<file path="src/nass_pkg.sv">
`timescale 1ns / 1ps
`default_nettype none
// ============================================================================
// nass_pkg
// Shared types and constants for the nearest available site selector.
// ============================================================================
package nass_pkg;

    localparam int POS_W      = 12;
    localparam int DIM_W      = 13;
    localparam int SITE_W     = 4;
    localparam int SITE_IDX_W = 6;
    localparam int SQ_W       = 2 * POS_W;
    localparam int DIST_W     = SQ_W + 1;
    localparam int GRID_DIM_MAX = 4096;
    localparam logic [DIM_W-1:0] GRID_RESET = 13'd4096;

    typedef enum logic [1:0] {
        KIND_PLACE   = 2'd0,
        KIND_AVAIL   = 2'd1,
        KIND_TIMEOUT = 2'd2,
        KIND_QUERY   = 2'd3
    } t_kind;

    typedef enum logic [1:0] {
        ST_IDLE,
        ST_RUN,
        ST_DONE
    } t_state;

    typedef enum logic {
        REG_GRID_WIDTH  = 1'b0,
        REG_GRID_HEIGHT = 1'b1
    } t_reg;

    typedef struct packed {
        logic place;
        logic mark_on;
        logic mark_off;
    } t_cell_cmd;

    typedef struct packed {
        logic                  found;
        logic [DIST_W-1:0]     dsq;
        logic [SITE_IDX_W-1:0] idx;
    } t_tok;

endpackage
`default_nettype wire

</file>
<file path="src/nass_cell.sv">
`timescale 1ns / 1ps
`default_nettype none
// ============================================================================
// nass_cell
// One site slot: holds position and marks, computes the squared distance to
// the current query cell and updates the running best that passes through.
// ============================================================================
module nass_cell #(
    parameter int CELL_IDX = 0
) (
    input  logic                        i_clk,
    input  logic                        i_rst_n,
    input  nass_pkg::t_cell_cmd         i_cmd,
    input  logic [nass_pkg::POS_W-1:0]  i_pos_x,
    input  logic [nass_pkg::POS_W-1:0]  i_pos_y,
    input  logic [nass_pkg::POS_W-1:0]  i_qry_x,
    input  logic [nass_pkg::POS_W-1:0]  i_qry_y,
    input  nass_pkg::t_tok              i_tok,
    output nass_pkg::t_tok              o_tok
);
    import nass_pkg::*;

    logic [POS_W-1:0]  r_col;
    logic [POS_W-1:0]  r_row;
    logic              r_placed;
    logic              r_ready;
    logic [SQ_W-1:0]   r_sq_x;
    logic [SQ_W-1:0]   r_sq_y;
    logic [DIST_W-1:0] r_dist;
    t_tok              r_tok;

    logic [POS_W-1:0]  w_dx;
    logic [POS_W-1:0]  w_dy;
    logic              w_take;

    assign w_dx = (r_col >= i_qry_x) ? (r_col - i_qry_x) : (i_qry_x - r_col);
    assign w_dy = (r_row >= i_qry_y) ? (r_row - i_qry_y) : (i_qry_y - r_row);

    assign w_take = r_placed && r_ready && (!i_tok.found || (r_dist < i_tok.dsq));

    always_ff @(posedge i_clk) begin
        if (!i_rst_n) begin
            r_placed <= 1'b0;
            r_ready  <= 1'b0;
        end else begin
            if (i_cmd.place) begin
                r_placed <= 1'b1;
                r_ready  <= 1'b0;
            end else if (i_cmd.mark_on) begin
                r_ready  <= 1'b1;
            end else if (i_cmd.mark_off) begin
                r_ready  <= 1'b0;
            end
        end
    end

    always_ff @(posedge i_clk) begin
        if (i_cmd.place) begin
            r_col <= i_pos_x;
            r_row <= i_pos_y;
        end
        r_sq_x <= {{POS_W{1'b0}}, w_dx} * {{POS_W{1'b0}}, w_dx};
        r_sq_y <= {{POS_W{1'b0}}, w_dy} * {{POS_W{1'b0}}, w_dy};
        r_dist <= {1'b0, r_sq_x} + {1'b0, r_sq_y};
        if (w_take) begin
            r_tok.found <= 1'b1;
            r_tok.dsq   <= r_dist;
            r_tok.idx   <= SITE_IDX_W'(CELL_IDX);
        end else begin
            r_tok <= i_tok;
        end
    end

    assign o_tok = r_tok;

endmodule
`default_nettype wire

</file>
<file path="config.mk">
export PLATFORM = sky130hd
export DESIGN_NAME = nass_cell
export DESIGN_NICKNAME = d
export VERILOG_FILES = /design/src/nass_pkg.sv /design/src/nass_cell.sv
export SDC_FILE = /design/constraint.sdc
export NUM_CORES = 1
export LEC_CHECK = 0
export BUFFER_PORTS_ARGS = -buffer_cell sky130_fd_sc_hd__buf_2
export CORE_MARGIN = 5
export CORE_UTILIZATION = 40
export DETAILED_ROUTE_END_ITERATION = 12
export PLACE_DENSITY = 0.55
export SYNTH_ARGS = -nofsm -noshare
export SYNTH_HDL_FRONTEND = slang
export SYNTH_SLANG_ARGS = --single-unit
</file>
<file path="constraint.sdc">
create_clock -name i_clk -period 10.79 [get_ports i_clk]
set_clock_uncertainty 0.05 [all_clocks]
set_input_delay 2.158 -clock i_clk [delete_from_list [all_inputs] [get_ports i_clk]]
set_output_delay 2.158 -clock i_clk [all_outputs]
set_load 0.01 [all_outputs]
</file>
==> impl_metrics.tcl <==
set metrics [dict create \
    drt-initial-drc-count 487 \
    start_util_pct 40.3 \
    clk_pin_slew_ps 60 \
    clock_latency_ps 430 \
    ys_seq_elements 129 \
    gp_congestion 0.843 \
    track_usage_pct 16.6 \
    finalCriticalPeriod_ps 9840 \
    start_kind "primary input" \
    num_rows 72 \
    yosysUniqueCellTypes 79 \
    grt_start_max_net_pins 76 \
    cp.required_ps 11080 \
    rsz0062_at_grt "no" \
    synth_top_area_share_pct 21.1 \
    portBuffers 116 \
    drcViolationCount 0 \
    tightest_slew_ps 887 \
    grt-ovfl-total 0 \
    place_ws_ps 602 \
    fin_crit_sh_pct 91.2 \
    vias_per_cell 5.03 \
    yosys_most_used_dff "dfxtp_1" \
    cts_buffers 17 \
    netlist_area_um2 15500 \
    netlist_top_cells_area "fa_1, ha_1, dfxtp_1" \
    post_cts_resized 0 \
    final_hold_viol_count 0 \
    drive_gt1_share_pct 12.9 \
    yosysWarnings 0 \
    ant_nets 0 \
    dieArea_um2 42900 \
    endpoint_kind "flop" \
    clk_root_buffer_cell "clkbuf_16" \
    syn_to_final_growth_pct 10.8 \
    slew_viol_final 0 \
    maxSlewHeadroom_pct 40.9 \
    dr.pass1.iters 5 \
    post-route-util_pct 44.7 \
    critPathKind "in2reg" \
    outcome "finished clean" \
    cap_violations 0 \
    cts_tree "built" \
    yosysTopAreaCell "fa_1" \
    rrSetupSlack_ps 2360 \
    clkSinkCount 129 \
    diodes 0 \
    cts.path.max_buffers 2 \
    hp-class "reg2reg" \
    grt_pass1_vias 12220 \
    nNetsFinal 2281 \
    die_h_um 207 \
    max_freq_ghz 0.102 \
    synth_edf_count 24 \
    cts_setup_buffers 0 \
    synth-async-reset-ratio_pct 0 \
    die_x_um 207 \
    ys_seq_area_share_pct 18.2 \
    syn_nets 2196 \
    tns_ps 0 \
    detail_route.wl_per_cell_um 14.9 \
    antenna_found_initial 1 \
    arrival_ps 10130 \
    setup_viol_count_final 0 \
    dp_hpwl_um 28800 \
    synth_cells 1742 \
    core_um2 38600 \
    syn_avg_cell_area_um2 8.92 \
    setup_slack_ps 951 \
    wl_um 35200 \
    hold_buffers 0 \
    cts_max_level 4 \
    io_pins 117 \
    crit_fanout 16 \
    num_vias 11849 \
    grt_pass1_wl_um 60100 \
]
[sequential cells by signal (all words and copies together) (netlist names)]
signal	flops
o_tok	32
r_sq_x	23
r_sq_y	23
r_row	12
r_placed	1
r_ready	1
r_dist	25
r_col	12
[stage by stage]
step                cell area (µm²)  cells  hold slack, ps
finish                        17200   2358             423
global route                  17200   2358             462
detailed placement            16600   2326             417
global placement              16600   2326             417
CTS                           17200   2358             447
floorplan                     15500   1742             370
[area by class of cell]
class                   instances  area (µm²)
clock buffers                  19         443
clock inverters                13         149
fillers                      3850       21300
inverters                     338        1270
multi-input cells            1207       11200
flip-flops and latches        129        2820
well taps                     518         648
repair buffers                134         716
[placed cells by master (no fill, tap or decap), types with 23 or more instances in the layout]
cell type / count
nor2_1: 128
ha_1: 205
o21ai_0: 42
fa_1: 164
a21o_1: 42
a21oi_1: 65
edfxtp_1: 24
or3_1: 40
xnor2_1: 56
o2111ai_1: 28
inv_1: 332
buf_2: 116
dfxtp_1: 105
nand3b_1: 27
nand2b_1: 23
o221a_2: 24
nand3_1: 41
nand2_1: 88
[critical path: stages]
cell and delay [ps]:
buf_2 90, inv_1 40, ha_1 410, a21o_1 240, a221oi_2 300, o21ai_1 160
a211oi_4 760, o311ai_0 320, and3_1 270, nand2b_1 370, or2_2 410, fa_1 510
inv_1 50, fa_1 380, fa_1 490, fa_1 500, inv_1 50, fa_1 470
inv_1 40, ha_1 340, and2_1 220, a221oi_1 360, o21ai_0 270, a211o_1 350
a311o_1 270, a21oi_1 170, xor2_1 160
[kinds of logic (layout without fill, tap and decap cells)]
family,Yosys count,in the layout,synth area share (%)
simple gates,448,448,14.5
buf+inv,406,504,10.1
fa+ha+maj,369,369,37.6
compound gates,293,293,13.8
flops,129,129,18.2
xor+xnor,77,77,4.44
mux,20,20,1.34
[layer usage]
| metal | wire length [µm] | vias to the layer above | global-route usage [%] |
|---|---|---|---|
| met5 | 13 | - | 0 |
| met4 | 486 | 2 | 4.06 |
| met3 | 1450 | 31 | 3.18 |
| met2 | 16200 | 215 | 27.1 |
| met1 | 17000 | 5655 | 22.8 |
| li1 | - | 5946 | - |
[synthesized netlist by cell type, types with 5 or more instances]
| cell type | count |
|---|---|
| inv_2 | 5 |
| nor2b_1 | 20 |
| clkbuf_1 | 51 |
| a31oi_1 | 6 |
| nand4_1 | 11 |
| a211oi_1 | 13 |
| dfxtp_1 | 105 |
| xor2_1 | 19 |
| nand2b_1 | 23 |
| nor2_1 | 128 |
| and3_1 | 12 |
| a21o_1 | 42 |
| o21ai_0 | 42 |
| and2_1 | 7 |
| fa_1 | 164 |
| or2_2 | 20 |
| edfxtp_1 | 24 |
| o21bai_1 | 7 |
| o21a_1 | 8 |
| or3_1 | 40 |
| ha_1 | 205 |
| buf_2 | 12 |
| xnor2_1 | 56 |
| inv_1 | 332 |
| nor3_1 | 17 |
| mux2i_1 | 16 |
| nand2_1 | 88 |
| o221a_2 | 24 |
| nand3_1 | 41 |
| a21oi_1 | 66 |
| a221oi_1 | 7 |
| nand3b_1 | 27 |
| o211ai_1 | 5 |
| o2111ai_1 | 28 |
[worst paths after layout]
| kind | from | to | depth (start not counted) |
|---|---|---|---|
| max | i_qry_x[9] | r_sq_x[23] | 27 |
| min | r_sq_y[2] | r_dist[2] | 1 |
| max reg2reg | r_col[0] | r_sq_x[23] | 28 |
| min reg2reg | r_sq_y[2] | r_dist[2] | 1 |
Power is left out: the tool's default activity adds up to more than one toggle a clock period on the data nets, which glitch-free logic cannot reach.
